===== src/rtl/victim_cache_lru_lookup_insert_macros.svh =====
// Assertion macros for the victim cache block.
// No dependencies; included by the files that carry assertions.
`ifndef VICTIM_CACHE_LRU_LOOKUP_INSERT_MACROS_SVH
`define VICTIM_CACHE_LRU_LOOKUP_INSERT_MACROS_SVH
`ifndef SYNTHESIS
`define VCLRU_ASSERT(lbl, clk, rst, prop) \
   lbl: assert property (@(posedge clk) disable iff (rst) (prop)) \
      else $error("vclru assertion failed");
`define VCLRU_ASSERT_ALWAYS(lbl, clk, prop) \
   lbl: assert property (@(posedge clk) (prop)) \
      else $error("vclru assertion failed");
`else
`define VCLRU_ASSERT(lbl, clk, rst, prop)
`define VCLRU_ASSERT_ALWAYS(lbl, clk, prop)
`endif
`endif


===== src/rtl/vclru_pkg.sv =====
// Shared types and constants of the victim cache block.
// No dependencies; used by vclru_entries and the top level.
package vclru_pkg;

   localparam int ADDR_BITS   = 25;
   localparam int SLOT_BITS   = 3;
   localparam int REQ_DATA_W  = 32;
   localparam int RSP_DATA_W  = 8;
   localparam int REQ_USER_W  = 2;
   localparam int RSP_USER_W  = 1;

   typedef enum logic {
      REQ_LOOKUP = 1'b0,
      REQ_INSERT = 1'b1
   } req_kind_type;

   typedef enum logic {
      POLICY_MRU = 1'b0,
      POLICY_LRU = 1'b1
   } policy_type;

   typedef struct packed {
      logic         fire;
      req_kind_type kind;
      policy_type   policy;
   } step_type;

   typedef struct packed {
      logic                 hit;
      logic [SLOT_BITS-1:0] slot;
   } result_type;

endpackage


===== src/rtl/victim_cache_lru_lookup_insert.sv =====
// Top level of the fully associative victim cache with recency ages.
// Depends on vclru_pkg, vclru_entries and the assertion macro header.
//
//   channel | direction | tdata                  | tuser
//   req_    | in        | [24:0] phys_addr       | [0] req_type, [1] replace_policy
//   rsp_    | out       | [2:0] slot             | [0] hit
//
// One item per cycle sustained while rsp_tready holds high; an accepted item
// goes into the input register, then in one pass through the entry compare
// and age update into the result register. Cache state updates as the result
// register loads, so the next item sees it. Synchronous reset clears valid
// bits and sets each entry's age to its slot index. A stalled result holds
// the input register, which then drops req_tready until the result moves.
`include "victim_cache_lru_lookup_insert_macros.svh"
module victim_cache_lru_lookup_insert
   import vclru_pkg::*;
#(
   parameter int NUM_ENTRIES = 8,
   parameter int OFFSET_BITS = 5,
   parameter int TAG_BITS    = 20
) (
   input  logic                  clock,
   input  logic                  reset,
   input  logic                  req_tvalid,
   output logic                  req_tready,
   input  logic [REQ_DATA_W-1:0] req_tdata,  // [24:0] phys_addr, rest zero
   input  logic [REQ_USER_W-1:0] req_tuser,  // [0] req_type, [1] replace_policy
   output logic                  rsp_tvalid,
   input  logic                  rsp_tready,
   output logic [RSP_DATA_W-1:0] rsp_tdata,  // [2:0] slot, rest zero
   output logic [RSP_USER_W-1:0] rsp_tuser   // [0] hit
);

   logic                 in_valid_ff;
   req_kind_type         in_kind_ff;
   policy_type           in_policy_ff;
   logic [ADDR_BITS-1:0] in_addr_ff;
   logic                 rsp_valid_ff;
   result_type           rsp_ff;
   logic                 fire;
   step_type             step;
   result_type           result;

   assign fire       = in_valid_ff && (!rsp_valid_ff || rsp_tready);
   assign req_tready = !in_valid_ff || fire;

   assign step.fire   = fire;
   assign step.kind   = in_kind_ff;
   assign step.policy = in_policy_ff;

   vclru_entries #(
      .NUM_ENTRIES (NUM_ENTRIES),
      .OFFSET_BITS (OFFSET_BITS),
      .TAG_BITS    (TAG_BITS)
   ) u_entries (
      .clock     (clock),
      .reset     (reset),
      .step      (step),
      .phys_addr (in_addr_ff),
      .result    (result)
   );

   always_ff @(posedge clock) begin
      if (reset) begin
         in_valid_ff  <= 1'b0;
         rsp_valid_ff <= 1'b0;
      end else begin
         if (req_tready) begin
            in_valid_ff <= req_tvalid;
         end
         if (fire) begin
            rsp_valid_ff <= 1'b1;
         end else if (rsp_tready) begin
            rsp_valid_ff <= 1'b0;
         end
      end
   end

   always_ff @(posedge clock) begin
      if (req_tready && req_tvalid) begin
         in_kind_ff   <= req_kind_type'(req_tuser[0]);
         in_policy_ff <= policy_type'(req_tuser[1]);
         in_addr_ff   <= req_tdata[ADDR_BITS-1:0];
      end
      if (fire) begin
         rsp_ff <= result;
      end
   end

   assign rsp_tvalid = rsp_valid_ff;
   assign rsp_tdata  = {{(RSP_DATA_W-SLOT_BITS){1'b0}}, rsp_ff.slot};
   assign rsp_tuser  = rsp_ff.hit;

   `VCLRU_ASSERT(a_fire_loads_rsp, clock, reset, fire |=> rsp_tvalid)
   `VCLRU_ASSERT(a_no_fire_when_blocked, clock, reset,
      (rsp_valid_ff && !rsp_tready) |-> !fire)
   `VCLRU_ASSERT(a_held_item_blocks_req, clock, reset,
      (in_valid_ff && !fire) |-> !req_tready)
   `VCLRU_ASSERT(a_hit_only_on_lookup, clock, reset,
      (fire && result.hit) |-> (in_kind_ff == REQ_LOOKUP))

endmodule


===== src/rtl/vclru_entries.sv =====
// Entry array of the victim cache: tags, valid bits, recency ages,
// the parallel match and the age update. Depends on vclru_pkg.
module vclru_entries
   import vclru_pkg::*;
#(
   parameter int NUM_ENTRIES = 8,
   parameter int OFFSET_BITS = 5,
   parameter int TAG_BITS    = 20
) (
   input  logic                 clock,
   input  logic                 reset,
   input  step_type             step,
   input  logic [ADDR_BITS-1:0] phys_addr,
   output result_type           result
);

   localparam int IDX_W = $clog2(NUM_ENTRIES);
   localparam logic [IDX_W-1:0] MAX_AGE = IDX_W'(NUM_ENTRIES - 1);

   logic [TAG_BITS-1:0]  tag_ff   [NUM_ENTRIES];
   logic [NUM_ENTRIES-1:0] valid_ff;
   logic [IDX_W-1:0]     age_ff   [NUM_ENTRIES];
   logic [IDX_W-1:0]     age_in   [NUM_ENTRIES];

   logic [ADDR_BITS+TAG_BITS-1:0] addr_ext;
   logic [TAG_BITS-1:0]           tag;
   logic [IDX_W-1:0]              want_age;
   logic [NUM_ENTRIES-1:0]        cand;
   logic [NUM_ENTRIES-1:0]        sel_oh;
   logic                          found;
   logic [IDX_W-1:0]              sel_idx;
   logic [IDX_W-1:0]              own_age;
   logic                          touch;
   logic                          write_tag;
   logic [IDX_W+SLOT_BITS-1:0]    slot_ext;

   assign addr_ext = {{TAG_BITS{1'b0}}, phys_addr} >> OFFSET_BITS;
   assign tag      = addr_ext[TAG_BITS-1:0];
   assign want_age = (step.policy == POLICY_MRU) ? MAX_AGE : '0;

   always_comb begin
      for (int i = 0; i < NUM_ENTRIES; i++) begin
         if (step.kind == REQ_LOOKUP) begin
            cand[i] = valid_ff[i] && (tag_ff[i] == tag);
         end else begin
            cand[i] = (age_ff[i] == want_age);
         end
      end
   end

   // keep only the lowest candidate
   assign sel_oh = cand & (~cand + NUM_ENTRIES'(1));
   assign found  = |cand;

   always_comb begin
      sel_idx = '0;
      own_age = '0;
      for (int i = 0; i < NUM_ENTRIES; i++) begin
         if (sel_oh[i]) begin
            sel_idx = sel_idx | IDX_W'(i);
            own_age = own_age | age_ff[i];
         end
      end
   end

   assign touch     = step.fire && found &&
                      ((step.kind == REQ_LOOKUP) || (step.policy == POLICY_LRU));
   assign write_tag = step.fire && found && (step.kind == REQ_INSERT);

   always_comb begin
      for (int i = 0; i < NUM_ENTRIES; i++) begin
         age_in[i] = age_ff[i];
         if (touch) begin
            if (sel_oh[i]) begin
               age_in[i] = MAX_AGE;
            end else if (age_ff[i] > own_age) begin
               age_in[i] = age_ff[i] - IDX_W'(1);
            end
         end
      end
   end

   always_ff @(posedge clock) begin
      if (reset) begin
         valid_ff <= '0;
         for (int i = 0; i < NUM_ENTRIES; i++) begin
            age_ff[i] <= IDX_W'(i);
         end
      end else begin
         for (int i = 0; i < NUM_ENTRIES; i++) begin
            age_ff[i] <= age_in[i];
            if (write_tag && sel_oh[i]) begin
               valid_ff[i] <= 1'b1;
            end
         end
      end
   end

   // tags matter only behind a valid bit
   always_ff @(posedge clock) begin
      for (int i = 0; i < NUM_ENTRIES; i++) begin
         if (write_tag && sel_oh[i]) begin
            tag_ff[i] <= tag;
         end
      end
   end

   assign slot_ext    = {{SLOT_BITS{1'b0}}, (found ? sel_idx : '0)};
   assign result.hit  = found && (step.kind == REQ_LOOKUP);
   assign result.slot = slot_ext[SLOT_BITS-1:0];

endmodule

===== config.mk =====
export PLATFORM = sky130hd
export DESIGN_NAME = victim_cache_lru_lookup_insert
export DESIGN_NICKNAME = d
export VERILOG_FILES = /design/src/rtl/vclru_pkg.sv /design/src/rtl/victim_cache_lru_lookup_insert.sv /design/src/rtl/vclru_entries.sv
export VERILOG_INCLUDE_DIRS = /design/src /design/src/rtl
export SDC_FILE = /design/constraint.sdc
export NUM_CORES = 1
export LEC_CHECK = 0
export BUFFER_PORTS_ARGS = -buffer_cell sky130_fd_sc_hd__buf_2
export CORE_ASPECT_RATIO = 1.5
export CORE_UTILIZATION = 42
export DETAILED_ROUTE_END_ITERATION = 16
export PLACE_DENSITY_LB_ADDON = 0.1
export SLEW_MARGIN = 25
export SYNTH_ARGS = -nofsm -noshare
export SYNTH_HDL_FRONTEND = slang
export SYNTH_HIERARCHICAL = 1
export SYNTH_SLANG_ARGS = --single-unit

===== constraint.sdc =====
create_clock -name clock -period 5.3 [get_ports clock]
set_clock_uncertainty 0.1 [all_clocks]
set_input_delay 0.53 -clock clock [delete_from_list [all_inputs] [get_ports clock]]
set_output_delay 0.53 -clock clock [all_outputs]
set_load 0.005 [all_outputs]

==> metrics.txt, run 1 <==
status=finished clean; mean post-synth cell area=13.4 um2; crit-path cells=nor4b_1 > o21ai_0 > o31ai_2 > or4b_4 > nor3b_2 > a22oi_1 > and3_1 > buf_12 > ha_1 > a21o_1 > a21oi_1 > a31oi_1 > or2_2 > a21oi_1 > a211oi_1; critical path capture point type=flop; Skew-Pair Late Insertion Delay=0.52 ns; fraction of layout cells with a size suffix above 1=16.6%; Remaining DRCs=0; worst vdd ir=0.000300 V; Sink Count=220; Clk pin slew, worst setup/hold paths=0.06 ns; slowest CP cell=or4b_4; port bufs=31; Post-CTS Setup Bufs=0; CP Class=flop to flop; post-detail-place hpwl=16.1 mm; P_leak=4.19 nW; Die H=194 um; final hold vios=0; CP peak stage delay=0.66 ns; Slew Limit Fails=0; Cells after DPL=1142; vias in the first global route=6559; ant diodes=0; Via Count=6241; GRT overflow=0; Buf/Inv on CP=1; Starting Density=43.2%; worst min-delay path class=input pin to flop; CP dominant cell by count=a21oi_1; Placer Congestion=0.769; I/O Pins=49; Least-Margin Pin Slew=0.841 ns; Area Growth Syn to Fin=14.3%; 1st-pass router iterations=4; Vias/cell=5.28; max_cap viols=0; Tmin final=4.59 ns; DRT iter0 DRCs=361; TritonCTS Buffers=23; largest net degree at the start of global routing=34; CTS H-tree depth=1; CP max FO=17; initial antenna violation count=0; Final Setup Violations=0; clk buf depth=3; Syn. warnings=6; # hold bufs at CTS=0; clock tree from TritonCTS=built; WL/cell=19.6 um; Pwr Density=326 mW/mm2; Setup TNS Final=0 ns; Multi-input gate area=0.00370 mm2; ANT nets after route=0; Total GRT Usage=19.1%; relative slew slack=43.4%; Fillers=2157; chip width=130 um; cts repair resizes=0; unrepaired setup endpoints after global routing=false; core area=0.0238 mm2; Routed Wire Length=23.2 mm; total die area=0.0251 mm2; register area=0.00627 mm2; Root Driver=clkbuf_16; final worst-path cycle share=86.6%; # nets final=918; post-synthesis instance area=0.0103 mm2; cell family with most CP delay=simple AND/OR/NAND/NOR gates; first-pass GRT wire length=36.3 mm; Rows=69; CP required=5.56 ns; fmax=218 MHz; Synth Instances=769; final cell count without fillers=1183; critical path arrival=4.85 ns; crit path launch type=flop
layout make-up:
class / count / area share (%)
Inverter: 28 / 0.894
Clock inverter: 13 / 0.851
Tap cell: 319 / 3.39
Timing Repair Buffer: 88 / 5.06
Sequential cell: 220 / 53.3
Clock buffer: 28 / 5.05
Multi-Input combinational cell: 487 / 31.5
stage by stage:
stage	util [%]	hold slack [ns]	worst slack [ns]	instance area, um2	power [mW]
floorplan	-	0.333	1.26	10300	2.22
finish	49.3	0.0840	0.713	11800	3.84
global placement	46.4	0.338	0.770	11100	2.33
global route	49.3	0.0646	0.364	11800	3.98
CTS	49.3	0.0645	0.663	11800	3.88
detailed placement	46.4	0.344	0.686	11100	2.35
routing by layer:
layer	vias up	track usage [%]	wire length, um
met1	3107	22.8	9640
met3	42	2.59	663
met2	104	34.4	12200
met4	0	7.15	732
li1	2988	-	-
met5	-	0	0
registers in the layout, indices dropped and copies added (netlist names):
| name | cells |
|---|---|
| u_entries/tag_ff | 160 |
| u_entries/age_ff | 24 |
| in_addr_ff | 20 |
| u_entries/valid_ff | 8 |
| rsp_tdata | 3 |
| in_kind_ff | 1 |
| in_policy_ff | 1 |
| in_valid_ff | 1 |
| rsp_tuser | 1 |
| rsp_tvalid | 1 |
where the power goes:
| part | leakage, nW | switching (mW) | internal, mW |
|---|---|---|---|
| Combinational | 1.88 | 0.206 | 0.160 |
| Sequential | 1.97 | 0.0388 | 1.90 |
| Clock | 0.341 | 0.675 | 0.852 |
| Total | 4.19 | 0.920 | 2.92 |
cells in the final DEF, fill, tap and decap left out, types with 4 or more instances in the layout:
cell,instances
and3_1,5
buf_4,56
edfxtp_1,186
and2_1,10
clkinv_2,5
inv_1,28
or4b_1,4
o21a_1,8
nor2_1,30
a22oi_1,5
nand4_1,16
nand4b_1,6
a32oi_1,8
nor4b_1,10
nor3b_1,4
xor2_1,106
a21oi_1,21
nor2b_1,6
a31oi_1,8
o21ai_0,14
a211oi_1,5
nand2_1,25
clkbuf_1,5
o21ai_1,5
clkbuf_16,23
dfxtp_1,34
conb_1,5
a21o_1,8
nand3_1,7
xnor2_1,54
buf_2,31
nor4_1,27
ha_1,32
nor3_1,17
final timing paths:
path,cells past startpoint,slack [ns],startpoint,to
hold reg to reg,0,0.35,in_addr_ff[9],u_entries/tag_ff[1][44]
setup reg to reg,15,0.71,in_policy_ff,u_entries/age_ff[0][6]
hold / removal,1,0.08,req_tdata[9],in_addr_ff[9]
setup / recovery,15,0.71,in_policy_ff,u_entries/age_ff[0][6]
(Power assumes the default switching activity.)
==> run 2, diff against run 1 <==
==> constraint.sdc (replaced) <==
create_clock -name clock -period 4.09 [get_ports clock]
set_clock_uncertainty 0.1 [all_clocks]
set_input_delay 0.409 -clock clock [delete_from_list [all_inputs] [get_ports clock]]
set_output_delay 0.409 -clock clock [all_outputs]
set_load 0.05 [all_outputs]
==> metrics.txt, run 2 (synthesized netlist as in run 1, its figures left out) <==
Setup WS pre-CTS=-0.497 ns (was 0.686 ns); Final Setup Violations=19 (was 0); register area=0.00627 mm2 (unchanged); Multi-input gate area=0.00429 mm2 (was 0.00370 mm2); clock tree from TritonCTS=built (unchanged); Tmin final=4.22 ns (was 4.59 ns); P_leak=4.81 nW (was 4.19 nW); Clk pin slew, worst setup/hold paths=0.07 ns (was 0.06 ns); DP Area=0.0117 mm2 (was 0.0111 mm2); largest net degree at the start of global routing=34 (unchanged); final worst-path cycle share=103% (was 86.6%); slowest CP cell=edfxtp_1 (was or4b_4); ANT nets after route=0 (unchanged); Vias/cell=5.21 (was 5.28); start of the worst register-to-register path=in_addr_ff[16] (was in_policy_ff); Via Count=6737 (was 6241); Least-Margin Pin Slew=0.727 ns (was 0.841 ns); Reg with most FFs=u_entries/tag_ff (unchanged); Die H=194 um (unchanged); 1st-pass router iterations=5 (was 4); Slew Limit Fails=0 (unchanged); commonest non-fill, non-tap cell in the layout=edfxtp_1 (unchanged); TritonCTS Buffers=23 (unchanged); Crit. Startpoint=in_addr_ff[16] (was in_policy_ff); r2r setup slk=-0.13 ns (was 0.71 ns); CP required=4.39 ns (was 5.56 ns); initial antenna violation count=0 (unchanged); ant diodes=0 (unchanged); Cells after DPL=1217 (was 1142); Area Growth Syn to Fin=29.6% (was 14.3%); crit-path cells=buf_4 > xor2_1 > nor4_1 > buf_4 > nand4_1 > o21ai_2 > or4b_4 > a2111oi_4 > buf_4 > a222oi_1 > nand3_2 > buf_6 > ha_4 > inv_2 > a21o_1 > a21oi_2 > a31oi_2 > and2_4 > nand3_4 > nor3_4 > a21oi_1 (was nor4b_1 > o21ai_0 > o31ai_2 > or4b_4 > nor3b_2 > a22oi_1 > and3_1 > buf_12 > ha_1 > a21o_1 > a21oi_1 > a31oi_1 > or2_2 > a21oi_1 > a211oi_1); worst vdd ir=0.000391 V (was 0.000300 V); CP Class=flop to flop (unchanged); final cell count without fillers=1293 (was 1183); CP peak stage delay=0.48 ns (was 0.66 ns); critical path capture point type=flop (unchanged); Sink Count=220 (unchanged); final hold vios=0 (unchanged); DRT iter0 DRCs=437 (was 361); failing checks=negative setup slack; core area=0.0238 mm2 (unchanged); CTS H-tree depth=1 (unchanged); vias in the first global route=7018 (was 6559); port bufs=31 (unchanged); clk buf depth=3 (unchanged); fmax=237 MHz (was 218 MHz); Hold Crit Start=req_tvalid (was req_tdata[9]); Setup TNS Final=-1.10 ns (was 0 ns); Root Driver=clkbuf_16 (unchanged); Starting Density=43.2% (unchanged); setup ws final=-0.128 ns (was 0.713 ns); total die area=0.0251 mm2 (unchanged); crit path launch type=flop (unchanged); post-route cell area=0.0133 mm2 (was 0.0118 mm2); Rows=69 (unchanged); post-detail-place hpwl=18.0 mm (was 16.1 mm); unrepaired setup endpoints after global routing=true (was false); relative slew slack=51.3% (was 43.4%); Pwr Density=396 mW/mm2 (was 326 mW/mm2); Regs by FF count=u_entries/tag_ff: 160 flops, u_entries/age_ff: 24 flops, in_addr_ff: 20 flops (unchanged); chip width=130 um (unchanged); GRT overflow=0 (unchanged); critical path arrival=4.51 ns (was 4.85 ns); R2R depth=21 (was 15); CP max FO=6 (was 17); # nets final=1030 (was 918); CP dominant cell by count=buf_4 (was a21oi_1); I/O Pins=49 (unchanged); first-pass GRT wire length=39.0 mm (was 36.3 mm); Placer Congestion=0.815 (was 0.769); most frequent cells in the layout=edfxtp_1, buf_4, xor2_1 (was edfxtp_1, xor2_1, buf_4); status=finished with violations (was finished clean); worst min-delay path class=input pin to flop (unchanged); Skew-Pair Late Insertion Delay=0.51 ns (was 0.52 ns); Fillers=2032 (was 2157); max reg flops=160 (unchanged); Routed Wire Length=25.7 mm (was 23.2 mm); Total GRT Usage=20.6% (was 19.1%); Remaining DRCs=0 (unchanged); fraction of layout cells with a size suffix above 1=32.3% (was 16.6%); max_cap viols=0 (unchanged); Critical Path Sink=u_entries/age_ff[1][11] (was u_entries/age_ff[0][6]); WL/cell=19.8 um (was 19.6 um); worst hold margin=0.0505 ns (was 0.0840 ns); Reg2Reg Capture Point=u_entries/age_ff[1][11] (was u_entries/age_ff[0][6])
==> run 2: repair_timing <==
item,4_1_cts,5_1_grt
buffers inserted,11,6
hold endpoints to repair,22,0
hold buffers,22,0
gates resized for setup,56,71
setup endpoints to repair,24,24
pin swaps,29,30
==> run 2: stage by stage <==
stage               utilization [%]  total power [mW]
finish                         56.0              5.29
global route                   56.0              5.47
CTS                            54.3              5.22
detailed placement             48.9              3.12
global placement               48.9              3.09
floorplan                         -              2.89
==> run 2: final cells by class <==
cell class | instances | share of cell area [%]
Sequential cell | 220 | 47.0
Multi-Input combinational cell | 487 | 32.2
Timing Repair Buffer | 200 | 11.8
Clock buffer | 29 | 4.49
Tap cell | 319 | 2.99
Inverter | 28 | 0.807
Clock inverter | 10 | 0.760
==> run 2: worst max-delay path: cells and delay by family, from the launching register on <==
kind | cells | cell delay (ns)
buffers and inverters | 5 | 0.76
adder cells (fa/ha/maj) | 1 | 0.15
AND/OR/NAND/NOR | 7 | 1.39
XOR/XNOR | 1 | 0.13
flip-flops | 1 | 0.48
AO/OA/AOI/OAI | 7 | 1.11
==> run 2: where the power goes <==
group	switching, mW	total (mW)	internal (mW)
clock network	0.847	2.00	1.16
registers	0.0299	2.50	2.47
logic	0.413	0.785	0.372
total	1.29	5.29	4.00
==> run 2: how the worst min path moves through the flow <==
stage / end / cells past startpoint
floorplan: u_entries/valid_ff[2] / 1
global placement: u_entries/valid_ff[5] / 1
detailed placement: u_entries/valid_ff[7] / 1
CTS: in_valid_ff / 3
global route: in_valid_ff / 3
finish: in_valid_ff / 3
==> run 2: layer usage <==
metal / track usage, % / vias up / part of all wire (%)
met5: 0 / - / 0
met1: 23.5 / 3361 / 39
met3: 2.57 / 44 / 3.4
met4: 7.11 / 0 / 2.9
met2: 38.7 / 114 / 55
li1: - / 3218 / -
==> run 3, diff against run 2 <==
- clock period: 4.09 -> 3.47 ns (I/O delays scaled with it)
==> metrics.txt, run 3 (synthesized netlist as in run 1, its figures left out) <==
slowest CP cell=a2111oi_4 (was edfxtp_1); Reg with most FFs=u_entries/tag_ff (unchanged); Cells after DPL=1237 (was 1217); ANT nets after route=0 (unchanged); max_cap viols=0 (unchanged); initial antenna violation count=0 (unchanged); clk buf depth=3 (unchanged); DRT iter0 DRCs=432 (was 437); largest net degree at the start of global routing=34 (unchanged); failing checks=negative setup slack (unchanged); Regs by FF count=u_entries/tag_ff: 160 flops, u_entries/age_ff: 24 flops, in_addr_ff: 20 flops (unchanged); final hold vios=0 (unchanged); I/O Pins=49 (unchanged); CP peak stage delay=0.42 ns (was 0.48 ns); fraction of layout cells with a size suffix above 1=36.0% (was 32.3%); Rows=69 (unchanged); first-pass GRT wire length=41.7 mm (was 39.0 mm); ant diodes=0 (unchanged); CP max FO=8 (was 6); cell family with most CP delay=simple AND/OR/NAND/NOR gates (unchanged); Total GRT Usage=22.3% (was 20.6%); CP required=3.77 ns (was 4.39 ns); vias in the first global route=7401 (was 7018); WL/cell=20.4 um (was 19.8 um); post-detail-place hpwl=19.3 mm (was 18.0 mm); max reg flops=160 (unchanged); commonest non-fill, non-tap cell in the layout=edfxtp_1 (unchanged); Root Driver=clkbuf_16 (unchanged); CP dominant cell by count=buf_4 (unchanged); final cell count without fillers=1329 (was 1293); Vias/cell=5.24 (was 5.21); Via Count=6967 (was 6737); setup ws final=-0.633 ns (was -0.128 ns); 1st-pass router iterations=5 (unchanged); Routed Wire Length=27.1 mm (was 25.7 mm); final worst-path cycle share=118% (was 103%); worst vdd ir=0.000344 V (was 0.000391 V); Fillers=1952 (was 2032); Sink Count=220 (unchanged); crit-path cells=buf_6 > buf_4 > buf_4 > xnor2_2 > nand4_1 > nor4_4 > buf_4 > nand2_1 > a2111oi_4 > buf_4 > a222oi_1 > and3_4 > ha_1 > a21oi_2 > a31oi_2 > and2_4 > nand3_2 > nor3_2 > a21oi_1 (was buf_4 > xor2_1 > nor4_1 > buf_4 > nand4_1 > o21ai_2 > or4b_4 > a2111oi_4 > buf_4 > a222oi_1 > nand3_2 > buf_6 > ha_4 > inv_2 > a21o_1 > a21oi_2 > a31oi_2 > and2_4 > nand3_4 > nor3_4 > a21oi_1); CTS H-tree depth=1 (unchanged); total die area=0.0251 mm2 (unchanged); status=finished with violations (unchanged); # nets final=1065 (was 1030); CP Class=flop to flop (unchanged); P_leak=5.08 nW (was 4.81 nW); most frequent cells in the layout=edfxtp_1, buf_4, xor2_1 (unchanged); unrepaired setup endpoints after global routing=true (unchanged); Pwr Density=461 mW/mm2 (was 396 mW/mm2); Slew Limit Fails=0 (unchanged); Clk pin slew, worst setup/hold paths=0.06 ns (was 0.07 ns); GRT overflow=0 (unchanged); Skew-Pair Late Insertion Delay=0.51 ns (about the same); relative slew slack=49.5% (was 51.3%); port bufs=31 (unchanged); Starting Density=43.2% (unchanged); worst min-delay path class=input pin to flop (unchanged); Setup WS pre-CTS=-0.862 ns (was -0.497 ns); clock tree from TritonCTS=built (unchanged); Die H=194 um (unchanged); chip width=130 um (unchanged); critical path capture point type=flop (unchanged); Remaining DRCs=0 (unchanged); Final Setup Violations=24 (was 19); Area Growth Syn to Fin=34.6% (was 29.6%); core area=0.0238 mm2 (unchanged); TritonCTS Buffers=23 (unchanged); critical path arrival=4.41 ns (was 4.51 ns); Placer Congestion=0.834 (was 0.815); fmax=244 MHz (was 237 MHz); Buf/Inv on CP=5 (unchanged); crit path launch type=flop (unchanged); Least-Margin Pin Slew=0.754 ns (was 0.727 ns); Tmin final=4.10 ns (was 4.22 ns)
run 3: changes by cell type in the layout (fill, tap and decap cells not counted), moves of 5 or more:
cell and change:
buf_6 +5, inv_2 -5, buf_4 +21, xor2_2 +6, xor2_1 -6, inv_1 +6, buf_12 +7, o21ai_2 +5
run 3: area by class of cell:
class	count	area (um2)	share of cell area (%)
Clock buffer	25	583	4.21
Multi-Input combinational cell	487	4360	31.5
Timing Repair Buffer	235	1960	14.2
Inverter	28	105	0.759
Tap cell	319	399	2.88
Clock inverter	15	173	1.25
Sequential cell	220	6270	45.3
run 3: worst paths after layout:
kind,startpoint,end,slack [ns],cells past startpoint
worst max-delay path,in_addr_ff[11],u_entries/age_ff[1][11],-0.63,19
worst min-delay path,rsp_tready,rsp_tvalid,0.04,3
worst max register to register,in_addr_ff[11],u_entries/age_ff[1][11],-0.63,19
worst min register to register,u_entries/valid_ff[5],u_entries/valid_ff[5],0.37,1
run 3: per-layer routing:
layer  wire length, um  GRT usage, %
met3               871          2.73
met2             14700          41.4
met4              1070          8.48
met5                 0             0
met1             10400          25.5
run 3: worst register-to-register path, stage by stage (launching register included):
cell	delay [ns]
edfxtp_1	0.40
buf_6	0.15
buf_4	0.13
buf_4	0.14
xnor2_2	0.14
nand4_1	0.18
nor4_4	0.34
buf_4	0.19
nand2_1	0.09
a2111oi_4	0.42
buf_4	0.19
a222oi_1	0.11
and3_4	0.27
ha_1	0.34
a21oi_2	0.07
a31oi_2	0.20
and2_4	0.19
nand3_2	0.08
nor3_2	0.22
a21oi_1	0.05
run 3: timing repair:
item,4_1_cts,5_1_grt
gates resized for setup,55,57
hold endpoints to repair,23,0
cloned,0,1
hold buffers,23,0
setup buffers,26,6
setup endpoints to repair,45,80
pin swaps,44,40
run 3: power by group:
part | internal [mW] | leakage [nW] | switching [mW]
clock | 1.45 | 0.364 | 1.05
sequential | 2.91 | 1.97 | 0.0337
combinational | 0.446 | 2.75 | 0.484
total | 4.80 | 5.08 | 1.57
run 3: through the flow:
step                      hold slack, ns  util (%)  setup TNS [ns]  cell area, um2  power, mW
after floorplan                    0.309         -          -29.76           10500       3.46
after global placement             0.340      50.6          -17.57           12000       3.71
after detailed placement           0.352      50.6          -18.90           12000       3.74
after CTS                         0.0299      56.6          -12.73           13500       6.34
after global routing              0.0509      58.1          -17.69           13800       6.62
final                             0.0446      58.1          -12.66           13800       6.37
